==> src/sv/rps_pkg.sv <==
// ============================================================================
// rps_pkg - shared types and constants of the relay precharge sequencer
// Holds the item and result transaction types, sequencer state types,
// configuration register set and register indexes.
// ============================================================================
package rps_pkg;

    // System mode codes carried by an item.
    localparam logic [2:0] MODE_NORMAL = 3'd0;
    localparam logic [2:0] MODE_CHARGE = 3'd3;

    // Configuration register indexes.
    localparam int unsigned CFG_INDEX_W = 3;
    localparam int unsigned CFG_DATA_W  = 16;
    localparam logic [CFG_INDEX_W-1:0] REG_USE_VOLTAGE_CHECK = 3'd0;
    localparam logic [CFG_INDEX_W-1:0] REG_PRECHARGE_DELAY   = 3'd1;
    localparam logic [CFG_INDEX_W-1:0] REG_PRECHARGE_TIMEOUT = 3'd2;
    localparam logic [CFG_INDEX_W-1:0] REG_CHARGE_MODE_DELAY = 3'd3;
    localparam logic [CFG_INDEX_W-1:0] REG_RATIO_THRESHOLD   = 3'd4;

    // Register reset values (233/256 is roughly 0.91).
    localparam logic        RST_USE_VOLTAGE_CHECK = 1'b1;
    localparam logic [15:0] RST_PRECHARGE_DELAY   = 16'd1000;
    localparam logic [15:0] RST_PRECHARGE_TIMEOUT = 16'd3000;
    localparam logic [15:0] RST_CHARGE_MODE_DELAY = 16'd2000;
    localparam logic [8:0]  RST_RATIO_THRESHOLD   = 9'd233;

    typedef enum logic [1:0] {
        PH_OPENED  = 2'd0,
        PH_CLOSING = 2'd1,
        PH_CLOSED  = 2'd2
    } phase_t;

    typedef enum logic [2:0] {
        ST_STANDBY   = 3'd0,
        ST_ABORTED   = 3'd1,
        ST_PREPARE   = 3'd2,
        ST_PRECHARGE = 3'd3,
        ST_WAIT      = 3'd4,
        ST_AIRP      = 3'd5,
        ST_FINISH    = 3'd6
    } step_t;

    typedef struct packed {
        logic precharge;
        logic air_pos;
        logic air_neg;
        logic discharge;
    } relay_drive_t;

    typedef struct packed {
        phase_t       phase;
        step_t        step;
        logic [31:0]  time_reference;
        relay_drive_t drive;
    } seq_state_t;

    typedef struct packed {
        logic        use_voltage_check;
        logic [15:0] precharge_delay;
        logic [15:0] precharge_timeout;
        logic [15:0] charge_mode_delay;
        logic [8:0]  ratio_threshold;
    } cfg_t;

    typedef struct packed {
        logic [2:0]  mode;
        logic        open_request;
        logic        close_request;
        logic        charge_finished;
        logic [31:0] time_ms;
        logic [15:0] drive_voltage;
        logic [15:0] pack_voltage;
    } item_t;

    typedef struct packed {
        logic       discharge_closed;
        logic       air_neg_closed;
        logic       air_pos_closed;
        logic       precharge_closed;
        logic [1:0] relay_status;
        logic [2:0] sequence_step;
        logic       timed_out;
    } result_t;

endpackage

==> src/sv/relay_precharge_sequencer_core.sv <==
// ============================================================================
// relay_precharge_sequencer_core - battery contactor precharge sequencer
// Takes a tick per cycle unless the result stalls, and drives the discharge, AIR-,
// AIR+ and precharge relays through the closing sequence, with abort on timeout.
// ============================================================================
//
//  Channel   Signals                                  Direction
//  --------  ---------------------------------------  ---------
//  item      item_valid, item_stall, item             in
//  result    result_valid, result_stall, result       out
//  config    cfg_valid, cfg_ready, cfg_index, cfg_data in
//
// A tick is registered in the input register on acceptance, its next state is
// computed from that register and written into the result register, which
// offers the result, and while the result is not stalled one tick is taken
// every cycle. The sequencer state updates when the tick moves into the
// result register. Reset puts the relays open with the discharge relay
// closed and loads the register defaults. A stalled result holds the
// pipeline; item_stall rises only when both stages are full and the result
// is stalled.
//
module relay_precharge_sequencer_core
(
    input  logic                                clk,
    input  logic                                rst_n,
    input  logic                                item_valid,
    output logic                                item_stall,
    input  rps_pkg::item_t                      item,
    output logic                                result_valid,
    input  logic                                result_stall,
    output rps_pkg::result_t                    result,
    input  logic                                cfg_valid,
    output logic                                cfg_ready,
    input  logic [rps_pkg::CFG_INDEX_W-1:0]     cfg_index,
    input  logic [rps_pkg::CFG_DATA_W-1:0]      cfg_data
);

    rps_pkg::cfg_t       cfg_reg;
    rps_pkg::seq_state_t state_reg;
    rps_pkg::seq_state_t state_next;
    rps_pkg::item_t      item_reg;
    logic                item_valid_reg;
    rps_pkg::result_t    result_reg;
    rps_pkg::result_t    result_next;
    logic                result_valid_reg;
    logic                timed_out;
    logic                advance;
    logic                take_item;

    // Configuration writes are always taken.
    assign cfg_ready = 1'b1;

    always_ff @(posedge clk or negedge rst_n)
    begin
        if (!rst_n)
        begin
            cfg_reg.use_voltage_check <= rps_pkg::RST_USE_VOLTAGE_CHECK;
            cfg_reg.precharge_delay   <= rps_pkg::RST_PRECHARGE_DELAY;
            cfg_reg.precharge_timeout <= rps_pkg::RST_PRECHARGE_TIMEOUT;
            cfg_reg.charge_mode_delay <= rps_pkg::RST_CHARGE_MODE_DELAY;
            cfg_reg.ratio_threshold   <= rps_pkg::RST_RATIO_THRESHOLD;
        end
        else if (cfg_valid)
        begin
            case (cfg_index)
                rps_pkg::REG_USE_VOLTAGE_CHECK: cfg_reg.use_voltage_check <= cfg_data[0];
                rps_pkg::REG_PRECHARGE_DELAY:   cfg_reg.precharge_delay   <= cfg_data;
                rps_pkg::REG_PRECHARGE_TIMEOUT: cfg_reg.precharge_timeout <= cfg_data;
                rps_pkg::REG_CHARGE_MODE_DELAY: cfg_reg.charge_mode_delay <= cfg_data;
                rps_pkg::REG_RATIO_THRESHOLD:   cfg_reg.ratio_threshold   <= cfg_data[8:0];
                default:                        cfg_reg <= cfg_reg;
            endcase
        end
    end

    // Pipeline flow control.
    assign advance    = !result_valid_reg || !result_stall;
    assign item_stall = item_valid_reg && !advance;
    assign take_item  = item_valid && !item_stall;

    // Input register.
    always_ff @(posedge clk or negedge rst_n)
    begin
        if (!rst_n)
            item_valid_reg <= 1'b0;
        else if (!item_stall)
            item_valid_reg <= item_valid;
    end

    always_ff @(posedge clk)
    begin
        if (take_item)
            item_reg <= item;
    end

    rps_step u_step
    (
        .cur       (state_reg),
        .cfg       (cfg_reg),
        .item      (item_reg),
        .nxt       (state_next),
        .timed_out (timed_out)
    );

    // Sequencer state moves on with each transaction that leaves the input register.
    always_ff @(posedge clk or negedge rst_n)
    begin
        if (!rst_n)
        begin
            state_reg.phase          <= rps_pkg::PH_OPENED;
            state_reg.step           <= rps_pkg::ST_STANDBY;
            state_reg.time_reference <= 32'd0;
            state_reg.drive          <= '{precharge: 1'b0, air_pos: 1'b0,
                                          air_neg: 1'b0, discharge: 1'b1};
        end
        else if (item_valid_reg && advance)
        begin
            state_reg <= state_next;
        end
    end

    // Result formatting.
    always_comb
    begin
        result_next.discharge_closed = state_next.drive.discharge;
        result_next.air_neg_closed   = state_next.drive.air_neg;
        result_next.air_pos_closed   = state_next.drive.air_pos;
        result_next.precharge_closed = state_next.drive.precharge;
        result_next.relay_status     = state_next.phase;
        result_next.sequence_step    = state_next.step;
        result_next.timed_out        = timed_out;
    end

    // Result register.
    always_ff @(posedge clk or negedge rst_n)
    begin
        if (!rst_n)
            result_valid_reg <= 1'b0;
        else if (advance)
            result_valid_reg <= item_valid_reg;
    end

    always_ff @(posedge clk)
    begin
        if (advance && item_valid_reg)
            result_reg <= result_next;
    end

    assign result_valid = result_valid_reg;
    assign result       = result_reg;

endmodule

==> src/sv/rps_step.sv <==
// ============================================================================
// rps_step - next-state logic of the contactor closing sequence
// Works out, for one tick, whether to open or close, advances the closing
// sequence or opens the relays, and runs the precharge end and timeout checks.
// ============================================================================
module rps_step
(
    input  rps_pkg::seq_state_t cur,
    input  rps_pkg::cfg_t       cfg,
    input  rps_pkg::item_t      item,
    output rps_pkg::seq_state_t nxt,
    output logic                timed_out
);

    logic        open_sel;
    logic        chg_active;
    logic [31:0] elapsed;
    logic [24:0] ratio_rhs;
    logic [24:0] ratio_lhs;
    logic        ratio_ok;
    logic        pre_done;
    logic        pre_timeout;

    // Open wins over close; without requests the mode decides.
    always_comb
    begin
        chg_active = (item.mode == rps_pkg::MODE_CHARGE);
        if (item.open_request)
            open_sel = 1'b1;
        else if (item.close_request)
            open_sel = 1'b0;
        else if (item.mode == rps_pkg::MODE_NORMAL)
            open_sel = 1'b0;
        else if (chg_active)
            open_sel = item.charge_finished;
        else
            open_sel = 1'b1;
    end

    // Precharge checks: exact voltage ratio and wrapping elapsed time.
    assign elapsed   = item.time_ms - cur.time_reference;
    assign ratio_rhs = {16'd0, cfg.ratio_threshold} * {9'd0, item.pack_voltage};
    assign ratio_lhs = {1'b0, item.drive_voltage, 8'd0};
    assign ratio_ok  = (ratio_lhs > ratio_rhs);

    always_comb
    begin
        if (chg_active)
        begin
            pre_done    = (elapsed > {16'd0, cfg.charge_mode_delay});
            pre_timeout = 1'b0;
        end
        else
        begin
            pre_done    = cfg.use_voltage_check ? ratio_ok
                                                : (elapsed > {16'd0, cfg.precharge_delay});
            pre_timeout = (elapsed > {16'd0, cfg.precharge_timeout});
        end
    end

    // Sequence update for this tick.
    always_comb
    begin
        nxt       = cur;
        timed_out = 1'b0;
        if (open_sel)
        begin
            case (cur.phase)
                rps_pkg::PH_CLOSING:
                begin
                    nxt.step  = rps_pkg::ST_ABORTED;
                    nxt.drive = '{precharge: 1'b0, air_pos: 1'b0,
                                  air_neg: 1'b0, discharge: 1'b1};
                    nxt.phase = rps_pkg::PH_OPENED;
                end
                rps_pkg::PH_CLOSED:
                begin
                    nxt.drive = '{precharge: 1'b0, air_pos: 1'b0,
                                  air_neg: 1'b0, discharge: 1'b1};
                    nxt.phase = rps_pkg::PH_OPENED;
                end
                rps_pkg::PH_OPENED:
                begin
                    if (cur.step == rps_pkg::ST_ABORTED)
                        nxt.step = rps_pkg::ST_STANDBY;
                end
                default:
                begin
                    nxt = cur;
                end
            endcase
        end
        else
        begin
            case (cur.phase)
                rps_pkg::PH_OPENED:
                begin
                    nxt.phase = rps_pkg::PH_CLOSING;
                    // A fresh sequence runs its prepare step at once.
                    if (cur.step == rps_pkg::ST_STANDBY)
                    begin
                        nxt.drive.discharge = 1'b0;
                        nxt.drive.air_neg   = 1'b1;
                        nxt.step            = rps_pkg::ST_PRECHARGE;
                    end
                end
                rps_pkg::PH_CLOSING:
                begin
                    case (cur.step)
                        rps_pkg::ST_ABORTED:
                        begin
                            nxt.step = rps_pkg::ST_STANDBY;
                        end
                        rps_pkg::ST_STANDBY:
                        begin
                            nxt.step = rps_pkg::ST_STANDBY;
                        end
                        rps_pkg::ST_PREPARE:
                        begin
                            nxt.drive.discharge = 1'b0;
                            nxt.drive.air_neg   = 1'b1;
                            nxt.step            = rps_pkg::ST_PRECHARGE;
                        end
                        rps_pkg::ST_PRECHARGE:
                        begin
                            nxt.drive.precharge = 1'b1;
                            nxt.step            = rps_pkg::ST_WAIT;
                            nxt.time_reference  = item.time_ms;
                        end
                        rps_pkg::ST_WAIT:
                        begin
                            if (pre_done)
                            begin
                                nxt.step = rps_pkg::ST_AIRP;
                            end
                            else if (pre_timeout)
                            begin
                                // Timeout aborts, closing the discharge relay and opening the others.
                                nxt.step  = rps_pkg::ST_ABORTED;
                                nxt.drive = '{precharge: 1'b0, air_pos: 1'b0,
                                              air_neg: 1'b0, discharge: 1'b1};
                                nxt.phase = rps_pkg::PH_OPENED;
                                timed_out = 1'b1;
                            end
                        end
                        rps_pkg::ST_AIRP:
                        begin
                            nxt.drive.air_pos = 1'b1;
                            nxt.step          = rps_pkg::ST_FINISH;
                        end
                        rps_pkg::ST_FINISH:
                        begin
                            nxt.drive.precharge = 1'b0;
                            nxt.step            = rps_pkg::ST_STANDBY;
                            nxt.phase           = rps_pkg::PH_CLOSED;
                        end
                        default:
                        begin
                            nxt.drive = '{precharge: 1'b0, air_pos: 1'b0,
                                          air_neg: 1'b0, discharge: 1'b1};
                            nxt.phase = rps_pkg::PH_OPENED;
                            nxt.step  = rps_pkg::ST_STANDBY;
                        end
                    endcase
                end
                default:
                begin
                    nxt = cur;
                end
            endcase
        end
    end

endmodule
==> config.mk <==
export PLATFORM = sky130hd
export DESIGN_NAME = relay_precharge_sequencer_core
export DESIGN_NICKNAME = d
export VERILOG_FILES = /design/src/sv/rps_pkg.sv /design/src/sv/relay_precharge_sequencer_core.sv /design/src/sv/rps_step.sv
export SDC_FILE = /design/constraint.sdc
export NUM_CORES = 1
export LEC_CHECK = 0
export BUFFER_PORTS_ARGS = -buffer_cell sky130_fd_sc_hd__clkbuf_2
export CORE_ASPECT_RATIO = 2
export CORE_MARGIN = 3
export CORE_UTILIZATION = 53
export CTS_BUF_LIST = sky130_fd_sc_hd__clkbuf_16
export CTS_CLUSTER_DIAMETER = 100
export DETAILED_ROUTE_END_ITERATION = 8
export PLACE_DENSITY = 0.71
export SLEW_MARGIN = 20
export SYNTH_ARGS = -nofsm -noshare
export SYNTH_HDL_FRONTEND = slang
export SYNTH_SLANG_ARGS = --single-unit
==> constraint.sdc <==
create_clock -name clk -period 11.5 [get_ports clk]
set_input_delay 1.15 -clock clk [delete_from_list [all_inputs] [get_ports clk]]
set_output_delay 1.15 -clock clk [all_outputs]
set_load 0.005 [all_outputs]
Word level (Yosys, flattened, before mapping)
Index checks and enable logic that the tools add are counted.
{ "classes": {"add_sub_neg": 1, "n_mul": 1, "n_lt_le_gt_ge": 4, "n_eq_ne": 13, "muxes": 29, "n_bitwise": 3, "n_reduce_logical": 24} }
{ "ops": {"columns": ["cell", "count"], "rows": [
  ["32-bit by 16-bit greater-than comparator with 1-bit output", 3],
  ["41-bit 2-to-1 mux", 1],
  ["34-bit 2-to-1 mux", 1],
  ["32-bit 2-to-1 mux", 1],
  ["32-bit subtractor", 1],
  ["24-bit by 25-bit greater-than comparator with 1-bit output", 1],
  ["9-bit by 16-bit multiplier with 25-bit output", 1],
  ["3-bit by 2-bit == test with 1-bit output, second input constant", 5],
  ["5-bit OR reduction", 3],
  ["3-bit == test, second input constant", 4],
  ["4-bit 2-to-1 mux", 3],
  ["2-bit one-hot mux with 3 select lines", 2],
  ["3-bit one-hot mux with 4 select lines", 1],
  ["5-bit one-hot mux with 2 select lines", 1],
  ["2-bit AND reduction", 5],
  ["3-bit logical NOT", 3],
  ["3-bit 2-to-1 mux", 3],
  ["1-bit 2-to-1 mux", 8],
  ["4-bit OR reduction", 2],
  ["3-bit by 1-bit == test with 1-bit output, second input constant", 2],
  ["2-bit 2-to-1 mux", 3],
  ["1-bit one-hot mux with 3 select lines", 2],
  ["3-bit one-hot mux with 2 select lines", 1],
  ["5-bit 2-to-1 mux", 1],
  ["other kinds (10)", 17]
]} }
{ "totals": {"regBits": 181, "in_bits": 94, "out_inout_bits": 13, "wordCells": 103} }

Longest topological paths before layout
Gate-level depths: netlist of the first run.
{ "depth": {"ltp_word": 8, "mapped_depth": 33, "ltp_nobuf": 30} }

By module
A second synthesis of the first run with hierarchy kept.
{ "unflattened": {"cells_unflattened": 1474, "area_unflattened_um2": 15491.1} }
{ "modules_own_cells": {"columns": ["module", "instances", "cells_per_inst", "area_each_um2", "seq_area_each_um2"], "rows": [
  ["rps_step", 1, 1171, 9117.5, 0.0],
  ["relay_precharge_sequencer_core", 1, 303, 6373.6, 4962.3]
]} }

Worst setup path before layout of the first run
No wires, ideal clock.
{ "synth_path": {"kind": "flip-flop to flip-flop", "start": "reg cfg_reg[0] in the netlist's numbering", "end": "reg result_reg (netlist bit result[8]) (data pin)", "setup_ns": 0.264, "arrival_ns": 7.098, "t_required_ns": 11.236, "setup_slack_ns": 4.138, "stages_incl_launch_ff": 33, "path_buffers": 3, "period_less_slack_ns": 7.362, "cell_sequence": "dfstp_2 -> clkbuf_1 -> clkbuf_1 -> nand2_1 -> fa_1 -> inv_1 -> fa_1 -> ha_1 -> inv_1 -> fa_1 -> inv_1 -> ha_1 -> a21o_1 -> a21oi_1 -> o21bai_1 -> a21oi_1 -> o21ai_0 -> a211oi_1 -> o21ai_0 -> o311a_1 -> nand4_1 -> and4_1 -> nor2_1 -> a311oi_1 -> ha_1 -> a21o_1 -> a221o_1 -> nor4_1 -> nor4_1 -> or3_1 -> buf_6 -> a2111oi_4 -> o21ai_1"} }
{ "synth_lines": {"columns": ["item", "line", "source"], "rows": [
  ["start, declared", "relay_precharge_sequencer_core.sv:38", "rps_pkg::cfg_t cfg_reg;"],
  ["start signal, assigned", "relay_precharge_sequencer_core.sv:71", "default: cfg_reg <= cfg_reg;"],
  ["end signal, assigned", "relay_precharge_sequencer_core.sv:146", "result_reg <= result_next;"],
  ["end, declared", "relay_precharge_sequencer_core.sv:43", "rps_pkg::result_t result_reg;"]
]} }

==> flow_results.xml, run 1 <==
<?xml version="1.0" encoding="UTF-8"?>
<metrics>
  <group name="outcome">
    <metric name="run_status" unit="">completed</metric>
  </group>
  <group name="worst_setup_path">
    <metric name="worst_case_reg_to_reg_path_depth" unit="">28</metric>
    <metric name="timing.critical_path.slowest_stage_cell" unit="">sky130_fd_sc_hd__dfrtp_1</metric>
    <metric name="cp_data_required_time" unit="ps">11700</metric>
    <metric name="worstReg2RegStart" unit="">cfg_reg[2]$_DFFE_PN0P_</metric>
    <metric name="worstSetupStartpoint" unit="">cfg_reg[2]$_DFFE_PN0P_</metric>
    <metric name="critical_r2r_capture" unit="">result[8]$_DFFE_PP_</metric>
    <metric name="setup_slack_of_the_worst_register_to_register_path" unit="ps">3650</metric>
    <metric name="critical-path-top-delay-family" unit="">adder cells</metric>
    <metric name="worstSetupEndpointType" unit="">flip-flop</metric>
    <metric name="timing.critical_path.buf_inv" unit="">4</metric>
    <metric name="timing_worst_setup_path_type" unit="">flip-flop to flip-flop</metric>
    <metric name="cp_max_fo" unit="">17</metric>
    <metric name="worst_stage_delay_on_the_critical_path" unit="ps">710</metric>
    <metric name="timing.critical_path.arrival" unit="ps">8050</metric>
    <metric name="timing.critical_path.from_type" unit="">flip-flop</metric>
  </group>
  <group name="floorplan">
    <metric name="die_x" unit="µm">124.8</metric>
    <metric name="core_ar" unit="µm²">27650</metric>
    <metric name="placement_rows" unit="">86</metric>
    <metric name="fp.dieArea" unit="µm²">30420</metric>
    <metric name="num_io_pins" unit="">107</metric>
    <metric name="die_height" unit="µm">243.7</metric>
    <metric name="start_util" unit="">0.5413</metric>
  </group>
  <group name="detailed_routing">
    <metric name="drt_pass1_iterations" unit="">5</metric>
    <metric name="vias_per_cell" unit="">5.791</metric>
    <metric name="finalWirelength" unit="µm">39480</metric>
    <metric name="wire_per_inst" unit="µm">20.04</metric>
    <metric name="dr.first_iter.drc_count" unit="">459</metric>
    <metric name="dr_total_vias" unit="">11410</metric>
    <metric name="ant_nets" unit="">0</metric>
    <metric name="drc" unit="">0</metric>
  </group>
  <group name="synthesis">
    <metric name="post_synth_fa_ha_maj_area_fraction" unit="">0.2546</metric>
    <metric name="syn_nets" unit="">1871</metric>
    <metric name="synth_top_family_by_area" unit="">adder cells</metric>
    <metric name="synth_simple_gate_area_frac" unit="">0.1482</metric>
    <metric name="synth_compound_area_frac" unit="">0.1286</metric>
    <metric name="ys_seq_elements" unit="">181</metric>
    <metric name="asyncSetResetFlopFracSynth" unit="">0.5580</metric>
    <metric name="synthCells" unit="">1533</metric>
    <metric name="register_area_share_after_synthesis" unit="">0.3315</metric>
    <metric name="post_synth_instance_area" unit="µm²">14970</metric>
    <metric name="synth_enable_flop_cells" unit="">80</metric>
    <metric name="syn_area_per_cell" unit="µm²">9.765</metric>
    <metric name="synth-xor-area-share" unit="">0.02106</metric>
    <metric name="synthTopCellsByArea" unit="">sky130_fd_sc_hd__edfxtp_1 (16%), sky130_fd_sc_hd__fa_1 (14%), sky130_fd_sc_hd__dfrtp_1 (13%)</metric>
    <metric name="muxShareOfSynthArea" unit="">0.04438</metric>
    <metric name="top_cell_type_by_total_area_after_synthesis" unit="">sky130_fd_sc_hd__edfxtp_1</metric>
    <metric name="postSynth.topFlopCell" unit="">sky130_fd_sc_hd__edfxtp_1</metric>
    <metric name="yosys.cell_types.count" unit="">78</metric>
    <metric name="synthesis.yosys.warnings" unit="">0</metric>
    <metric name="synth_top_area_share" unit="">0.1605</metric>
  </group>
  <group name="finish">
    <metric name="largest_register_ffs" unit="">70</metric>
    <metric name="finalNetCount" unit="">1943</metric>
    <metric name="syn2layout_area_growth" unit="%">9.052</metric>
    <metric name="fillCellCount" unit="">2386</metric>
    <metric name="layout-drive-gt1-share" unit="">0.1520</metric>
    <metric name="final_core_utilization" unit="">0.5903</metric>
    <metric name="antenna_cells_inserted" unit="">0</metric>
  </group>
  <group name="timing">
    <metric name="clock-skew-final" unit="ps">7.325</metric>
    <metric name="finalWorstSetupSlack" unit="ps">3646</metric>
    <metric name="max_freq" unit="MHz">127.3</metric>
    <metric name="timing.final.hold_violations" unit="">0</metric>
    <metric name="setup_viol" unit="">0</metric>
    <metric name="drv_slew" unit="">0</metric>
    <metric name="period_share" unit="">0.6830</metric>
    <metric name="timing.max_slew.rel_slack" unit="">0.3165</metric>
    <metric name="fin_crit" unit="ps">7854</metric>
    <metric name="grt_setup_unrepaired" unit="">false</metric>
    <metric name="tightestPinTransition" unit="ps">1022</metric>
    <metric name="fin_setup_tns" unit="ps">0</metric>
  </group>
  <group name="hold_path">
    <metric name="hold_path.startpoint" unit="">state_reg[4]$_DFFE_PN0P_</metric>
    <metric name="min_to" unit="">state_reg[4]$_DFFE_PN0P_</metric>
    <metric name="worst_hold_path.num_cells" unit="">2</metric>
    <metric name="worstHoldPathType" unit="">flip-flop to flip-flop</metric>
  </group>
  <group name="cts">
    <metric name="clkLatencyLatePin" unit="ps">450</metric>
    <metric name="post-cts-setup-buffers" unit="">0</metric>
    <metric name="longest_clk_path_bufs" unit="">2</metric>
    <metric name="cts_hold_buf" unit="">0</metric>
    <metric name="cts_tree" unit="">done</metric>
    <metric name="cts_made_buffers" unit="">17</metric>
    <metric name="clk_root_buffer_cell" unit="">sky130_fd_sc_hd__clkbuf_16</metric>
    <metric name="post_cts_resized" unit="">0</metric>
    <metric name="clk_pin_slew" unit="ps">70</metric>
    <metric name="htree_levels" unit="">4</metric>
    <metric name="cts_num_sinks" unit="">181</metric>
  </group>
  <group name="place">
    <metric name="port-buffer-count" unit="">105</metric>
    <metric name="post-place-ws" unit="ps">3651</metric>
    <metric name="gp_congestion" unit="">0.9335</metric>
    <metric name="total_half_perimeter_wirelength_after_legalization_and_detailed_placement" unit="µm">32060</metric>
  </group>
  <group name="global_routing">
    <metric name="overall_fraction_of_global_route_tracks_in_use" unit="">0.2669</metric>
    <metric name="grt_pass1_vias" unit="">12250</metric>
    <metric name="global_route_wire_length_before_repair" unit="µm">62180</metric>
    <metric name="number_of_antenna_violations_at_the_first_check_in_global_routing" unit="">0</metric>
    <metric name="overflow" unit="">0</metric>
    <metric name="largest_net_degree_at_the_start_of_global_routing" unit="">71</metric>
  </group>
  <group name="run">
    <metric name="max-cap-violations" unit="">0</metric>
  </group>
  <group name="power">
    <metric name="powerDensity" unit="nW/µm²">311.4</metric>
    <metric name="peakVddDrop" unit="mV">0.3051</metric>
    <metric name="leakagePower" unit="µW">0.007583</metric>
  </group>
</metrics>
power by group:
part / switching, µW / internal (µW)
clock: 266 / 322
sequential: 100 / 795
combinational: 2040 / 1560
Yosys cell counts, drive strengths merged, types with 22 or more instances:
library cell	instances
xnor2	22
nor2	58
clkbuf	43
dfstp	26
a21oi	81
edfxtp	80
a21o	38
ha	143
nand2	149
and2	86
nand3	22
inv	223
dfrtp	75
nand4	28
o21ai	77
fa	101
mux2	59
worst max-delay path by stage:
stage                     cells after the start  slack (ps)                   to
after global routing                         28        3090  result[8]$_DFFE_PP_
after CTS                                    28        3610  result[8]$_DFFE_PP_
final                                        28        3650  result[8]$_DFFE_PP_
after global placement                       27        3780  result[8]$_DFFE_PP_
after floorplan                              32        4140  result[8]$_DFFE_PP_
after detailed placement                     28        3650  result[8]$_DFFE_PP_
worst reg2reg max path: cells and delay by family, from the launching register on:
family | cells | cell delay, ps
AND/OR/NAND/NOR | 6 | 1420
AO/OA/AOI/OAI | 12 | 2500
adder cells (fa/ha/maj) | 6 | 2770
buffers and inverters | 4 | 220
flip-flops | 1 | 710
layout make-up:
type,instances,area (µm²),area share
inverters,223,837.1,0.05128
multi-input cells,1073,8945,0.5479
well taps,352,440.4,0.02698
repair buffers,109,558.0,0.03418
flip-flops and latches,181,4962,0.3040
clock inverters,15,156.4,0.009581
clock buffers,17,425.4,0.02606
layer usage:
metal / part of all wire / GRT usage
met1: 0.30 / 0.2231
met2: 0.57 / 0.5281
met3: 0.026 / 0.03357
met4: 0.10 / 0.2321
met5: 0 / 0
through the flow:
step	power (µW)	instances	hold slack (ps)	cell area (µm²)
global placement	4426	1938	470.7	15740
global route	5634	1970	515.5	16320
floorplan	3563	1533	456.3	14970
finish	5084	1970	490.6	16320
CTS	5137	1970	493.1	16320
detailed placement	4523	1938	476.7	15740
cells in the final DEF, fill, tap and decap left out, drive strengths merged, types with 22 or more instances in the layout:
master,instances
edfxtp,80
mux2,59
fa,101
a21o,38
nand3,22
a21oi,81
inv,229
dfstp,26
xnor2,22
and2,86
nor2,58
o21ai,77
nand2,149
ha,143
clkbuf,121
nand4,28
dfrtp,75
cell families (layout without fill, tap and decap cells):
| kind of cell | count (synthesis) | in the layout |
|---|---|---|
| simple gates | 437 | 437 |
| compound gates | 296 | 296 |
| buf+inv | 279 | 364 |
| fa+ha+maj | 244 | 244 |
| flops | 181 | 181 |
| mux | 59 | 59 |
| xor+xnor | 36 | 36 |
| other cells | 1 | 1 |
Note: power is estimated with default switching activity, not from simulation.
==> inputs of run 2 (changes only) <==
ABC_AREA = 1   (was not set)
PLACE_DENSITY = 0.74   (was 0.71)
clock period = 7.2 ns   (was 11.5 ns; I/O delays follow)
==> flow_results.xml, run 2 <==
<?xml version="1.0" encoding="UTF-8"?>
<metrics>
  <group name="outcome">
    <metric name="run_status" unit="">completed</metric>
  </group>
  <group name="global_routing">
    <metric name="largest_net_degree_at_the_start_of_global_routing" unit="">78</metric>
    <metric name="overflow" unit="">0</metric>
    <metric name="number_of_antenna_violations_at_the_first_check_in_global_routing" unit="">0</metric>
    <metric name="global_route_wire_length_before_repair" unit="µm">68500</metric>
    <metric name="grt_pass1_vias" unit="">14200</metric>
    <metric name="overall_fraction_of_global_route_tracks_in_use" unit="">0.2807</metric>
  </group>
  <group name="floorplan">
    <metric name="placement_rows" unit="">88</metric>
    <metric name="die_height" unit="µm">249.1</metric>
    <metric name="core_ar" unit="µm²">28960</metric>
    <metric name="num_io_pins" unit="">107</metric>
    <metric name="start_util" unit="">0.5407</metric>
    <metric name="die_x" unit="µm">127.5</metric>
    <metric name="fp.dieArea" unit="µm²">31770</metric>
  </group>
  <group name="synthesis">
    <metric name="synthTopCellsByArea" unit="">sky130_fd_sc_hd__edfxtp_1 (15%), sky130_fd_sc_hd__nand2_1 (14%), sky130_fd_sc_hd__fa_1 (13%)</metric>
    <metric name="post_synth_instance_area" unit="µm²">15660</metric>
    <metric name="ys_top_cells_by_count" unit="">sky130_fd_sc_hd__nand2_1 (585), sky130_fd_sc_hd__inv_1 (468), sky130_fd_sc_hd__ha_1 (143), sky130_fd_sc_hd__a21oi_1 (104)</metric>
    <metric name="yosys.cell_count.top_type" unit="">sky130_fd_sc_hd__nand2_1</metric>
    <metric name="register_area_share_after_synthesis" unit="">0.3169</metric>
    <metric name="syn_nets" unit="">2369</metric>
    <metric name="yosys.cell_types.count" unit="">47</metric>
    <metric name="synthesis.yosys.warnings" unit="">0</metric>
    <metric name="ys_seq_elements" unit="">181</metric>
    <metric name="synth_enable_flop_cells" unit="">80</metric>
    <metric name="top_cell_type_by_total_area_after_synthesis" unit="">sky130_fd_sc_hd__edfxtp_1</metric>
    <metric name="asyncSetResetFlopFracSynth" unit="">0.5580</metric>
    <metric name="synthCells" unit="">2031</metric>
    <metric name="postSynth.topFlopCell" unit="">sky130_fd_sc_hd__edfxtp_1</metric>
    <metric name="synth_top_area_share" unit="">0.1534</metric>
    <metric name="syn_area_per_cell" unit="µm²">7.710</metric>
  </group>
  <group name="timing">
    <metric name="drv_slew" unit="">0</metric>
    <metric name="grt_setup_unrepaired" unit="">false</metric>
    <metric name="fin_setup_tns" unit="ps">0</metric>
    <metric name="timing.max_slew.rel_slack" unit="">0.3085</metric>
    <metric name="finalWorstSetupSlack" unit="ps">474.6</metric>
    <metric name="tightestPinTransition" unit="ps">1035</metric>
    <metric name="setup_viol" unit="">0</metric>
    <metric name="fin_crit" unit="ps">6725</metric>
    <metric name="period_share" unit="">0.9341</metric>
    <metric name="clock-skew-final" unit="ps">17.49</metric>
    <metric name="max_freq" unit="MHz">148.7</metric>
    <metric name="timing.final.hold_violations" unit="">0</metric>
  </group>
  <group name="worst_setup_path">
    <metric name="worstSetupEndpointType" unit="">flip-flop</metric>
    <metric name="cp_max_fo" unit="">8</metric>
    <metric name="cpMostUsedCell" unit="">sky130_fd_sc_hd__nand2_1</metric>
    <metric name="timing.critical_path.slowest_stage_cell" unit="">sky130_fd_sc_hd__edfxtp_1</metric>
    <metric name="cp_data_required_time" unit="ps">7390</metric>
    <metric name="critical_r2r_capture" unit="">result[1]$_DFFE_PP_</metric>
    <metric name="critical-path-top-delay-family" unit="">adder cells</metric>
    <metric name="worst_case_reg_to_reg_path_depth" unit="">33</metric>
    <metric name="worst_stage_delay_on_the_critical_path" unit="ps">550</metric>
    <metric name="worstReg2RegStart" unit="">item_reg[1]$_DFFE_PP_</metric>
    <metric name="timing.critical_path.buf_inv" unit="">4</metric>
    <metric name="worstSetupStartpoint" unit="">item_reg[1]$_DFFE_PP_</metric>
    <metric name="timing.critical_path.arrival" unit="ps">6920</metric>
    <metric name="setup_slack_of_the_worst_register_to_register_path" unit="ps">470</metric>
    <metric name="timing.critical_path.from_type" unit="">flip-flop</metric>
    <metric name="timing_worst_setup_path_type" unit="">flip-flop to flip-flop</metric>
  </group>
  <group name="power">
    <metric name="leakagePower" unit="µW">0.009744</metric>
    <metric name="report.power.total" unit="µW">7130</metric>
    <metric name="peakVddDrop" unit="mV">0.2732</metric>
    <metric name="powerDensity" unit="nW/µm²">410.5</metric>
  </group>
  <group name="cts">
    <metric name="clk_pin_slew" unit="ps">80</metric>
    <metric name="clk_root_buffer_cell" unit="">sky130_fd_sc_hd__clkbuf_16</metric>
    <metric name="longest_clk_path_bufs" unit="">2</metric>
    <metric name="cts_tree" unit="">done</metric>
    <metric name="cts_hold_buf" unit="">0</metric>
    <metric name="cts_num_sinks" unit="">181</metric>
    <metric name="cts_made_buffers" unit="">17</metric>
    <metric name="clkLatencyLatePin" unit="ps">460</metric>
    <metric name="htree_levels" unit="">4</metric>
  </group>
  <group name="detailed_routing">
    <metric name="detailroute.wirelength.met2" unit="µm">24800</metric>
    <metric name="dr.first_iter.drc_count" unit="">679</metric>
    <metric name="routed.top_layer" unit="">met4</metric>
    <metric name="vias_per_cell" unit="">5.275</metric>
    <metric name="finalWirelength" unit="µm">42800</metric>
    <metric name="drc" unit="">0</metric>
    <metric name="ant_nets" unit="">0</metric>
    <metric name="dr_total_vias" unit="">13240</metric>
    <metric name="wire_per_inst" unit="µm">17.05</metric>
    <metric name="wl_met3" unit="µm">1156</metric>
    <metric name="drt_pass1_iterations" unit="">8</metric>
    <metric name="wirelength_met1" unit="µm">12680</metric>
  </group>
  <group name="place">
    <metric name="port-buffer-count" unit="">105</metric>
    <metric name="post-place-ws" unit="ps">208.7</metric>
    <metric name="detailed_place.area" unit="µm²">16550</metric>
    <metric name="total_half_perimeter_wirelength_after_legalization_and_detailed_placement" unit="µm">35400</metric>
    <metric name="gp_congestion" unit="">0.9884</metric>
  </group>
  <group name="finish">
    <metric name="multi_input_comb_area" unit="µm²">8773</metric>
    <metric name="layout-drive-gt1-share" unit="">0.1214</metric>
    <metric name="antenna_cells_inserted" unit="">0</metric>
    <metric name="postLayoutCellArea" unit="µm²">17370</metric>
    <metric name="syn2layout_area_growth" unit="%">10.94</metric>
    <metric name="finalNetCount" unit="">2475</metric>
    <metric name="mostFrequentLayoutCells" unit="">sky130_fd_sc_hd__nand2_1 (581), sky130_fd_sc_hd__inv_1 (468), sky130_fd_sc_hd__ha_1 (140)</metric>
    <metric name="fillCellCount" unit="">2738</metric>
    <metric name="final_core_utilization" unit="">0.5999</metric>
    <metric name="layout_commonest_cell" unit="">sky130_fd_sc_hd__nand2_1</metric>
    <metric name="largest_register_ffs" unit="">70</metric>
    <metric name="area.sequential" unit="µm²">4966</metric>
  </group>
  <group name="hold_path">
    <metric name="worstHoldPathType" unit="">input port to async pin</metric>
  </group>
  <group name="run">
    <metric name="max-cap-violations" unit="">0</metric>
  </group>
</metrics>
-- run 2: cell count changes in the layout (fill, tap and decap cells not counted), sizes merged, moves of 11 or more --
cell | before | now
nand2 | 149 | 600
or3 | 11 | 0
nor2 | 58 | 110
mux2 | 59 | 1
and2 | 86 | 3
buf | 5 | 38
inv | 229 | 482
a21oi | 81 | 104
nand2b | 14 | 0
nand3 | 22 | 56
a21o | 38 | 3
-- run 2: how the worst max path moves through the flow --
| stage | to | cells past startpoint | slack [ps] |
|---|---|---|---|
| 2_1_floorplan | result[6]$_DFFE_PP_ | 39 | 440 |
| 3_3_place_gp | result[6]$_DFFE_PP_ | 37 | 340 |
| 3_5_place_dp | result[6]$_DFFE_PP_ | 36 | 210 |
| 4_1_cts | result[6]$_DFFE_PP_ | 36 | 190 |
| 5_1_grt | result[1]$_DFFE_PP_ | 33 | 40 |
| 6_report | result[1]$_DFFE_PP_ | 33 | 470 |
-- run 2: through the flow --
step	hold slack, ps	std cells
detailed placement	451.5	2457
global placement	442.4	2457
floorplan	424.4	2031
global route	194.2	2510
finish	175.6	2510
CTS	172.5	2489
-- run 2: power by group --
group | switching (µW) | internal (µW)
registers | 125 | 1270
clock network | 439 | 521
logic | 2940 | 1830
-- run 2: layout make-up --
cell class | instances | share of cell area
sequential | 181 | 0.2859
clock inverter | 15 | 0.009651
tap | 360 | 0.02593
multi-input combinational | 1320 | 0.5050
timing repair buffer | 142 | 0.04638
inverter | 475 | 0.1026
clock buffer | 17 | 0.02449
-- run 2: repair_timing --
action                                  4_1_cts  5_1_grt
hold endpoints to repair                      0        0
gates resized for setup                       0       23
endpoints found under the setup margin        0       17
buffers inserted                              0       21
-- run 2: worst register-to-register path, delay by kind of cell (launching register included) --
kind | cells | cell delay (ps)
fa+ha+maj | 6 | 2720
xor+xnor | 1 | 150
flops | 1 | 550
compound gates | 7 | 1120
simple gates | 15 | 1530
buf+inv | 4 | 360
-- run 2: kinds of logic (layout without fill, tap and decap cells) --
kind of cell / Yosys count / in the layout / synth area share
AO/OA/AOI/OAI: 220 / 220 / 0.07559
XOR/XNOR: 34 / 34 / 0.01902
adder cells (fa/ha/maj): 244 / 244 / 0.2434
buffers and inverters: 530 / 649 / 0.1274
flip-flops: 181 / 181 / 0.3169
other: 1 / 1 / 0.0002395
AND/OR/NAND/NOR: 820 / 820 / 0.2167
multiplexers: 1 / 1 / 0.0007191
-- run 2: layer usage --
layer,global-route usage,up-vias
li1,-,6408
met1,0.2317,6292
met2,0.5628,365
met3,0.03090,176
met4,0.2246,0
met5,0,-
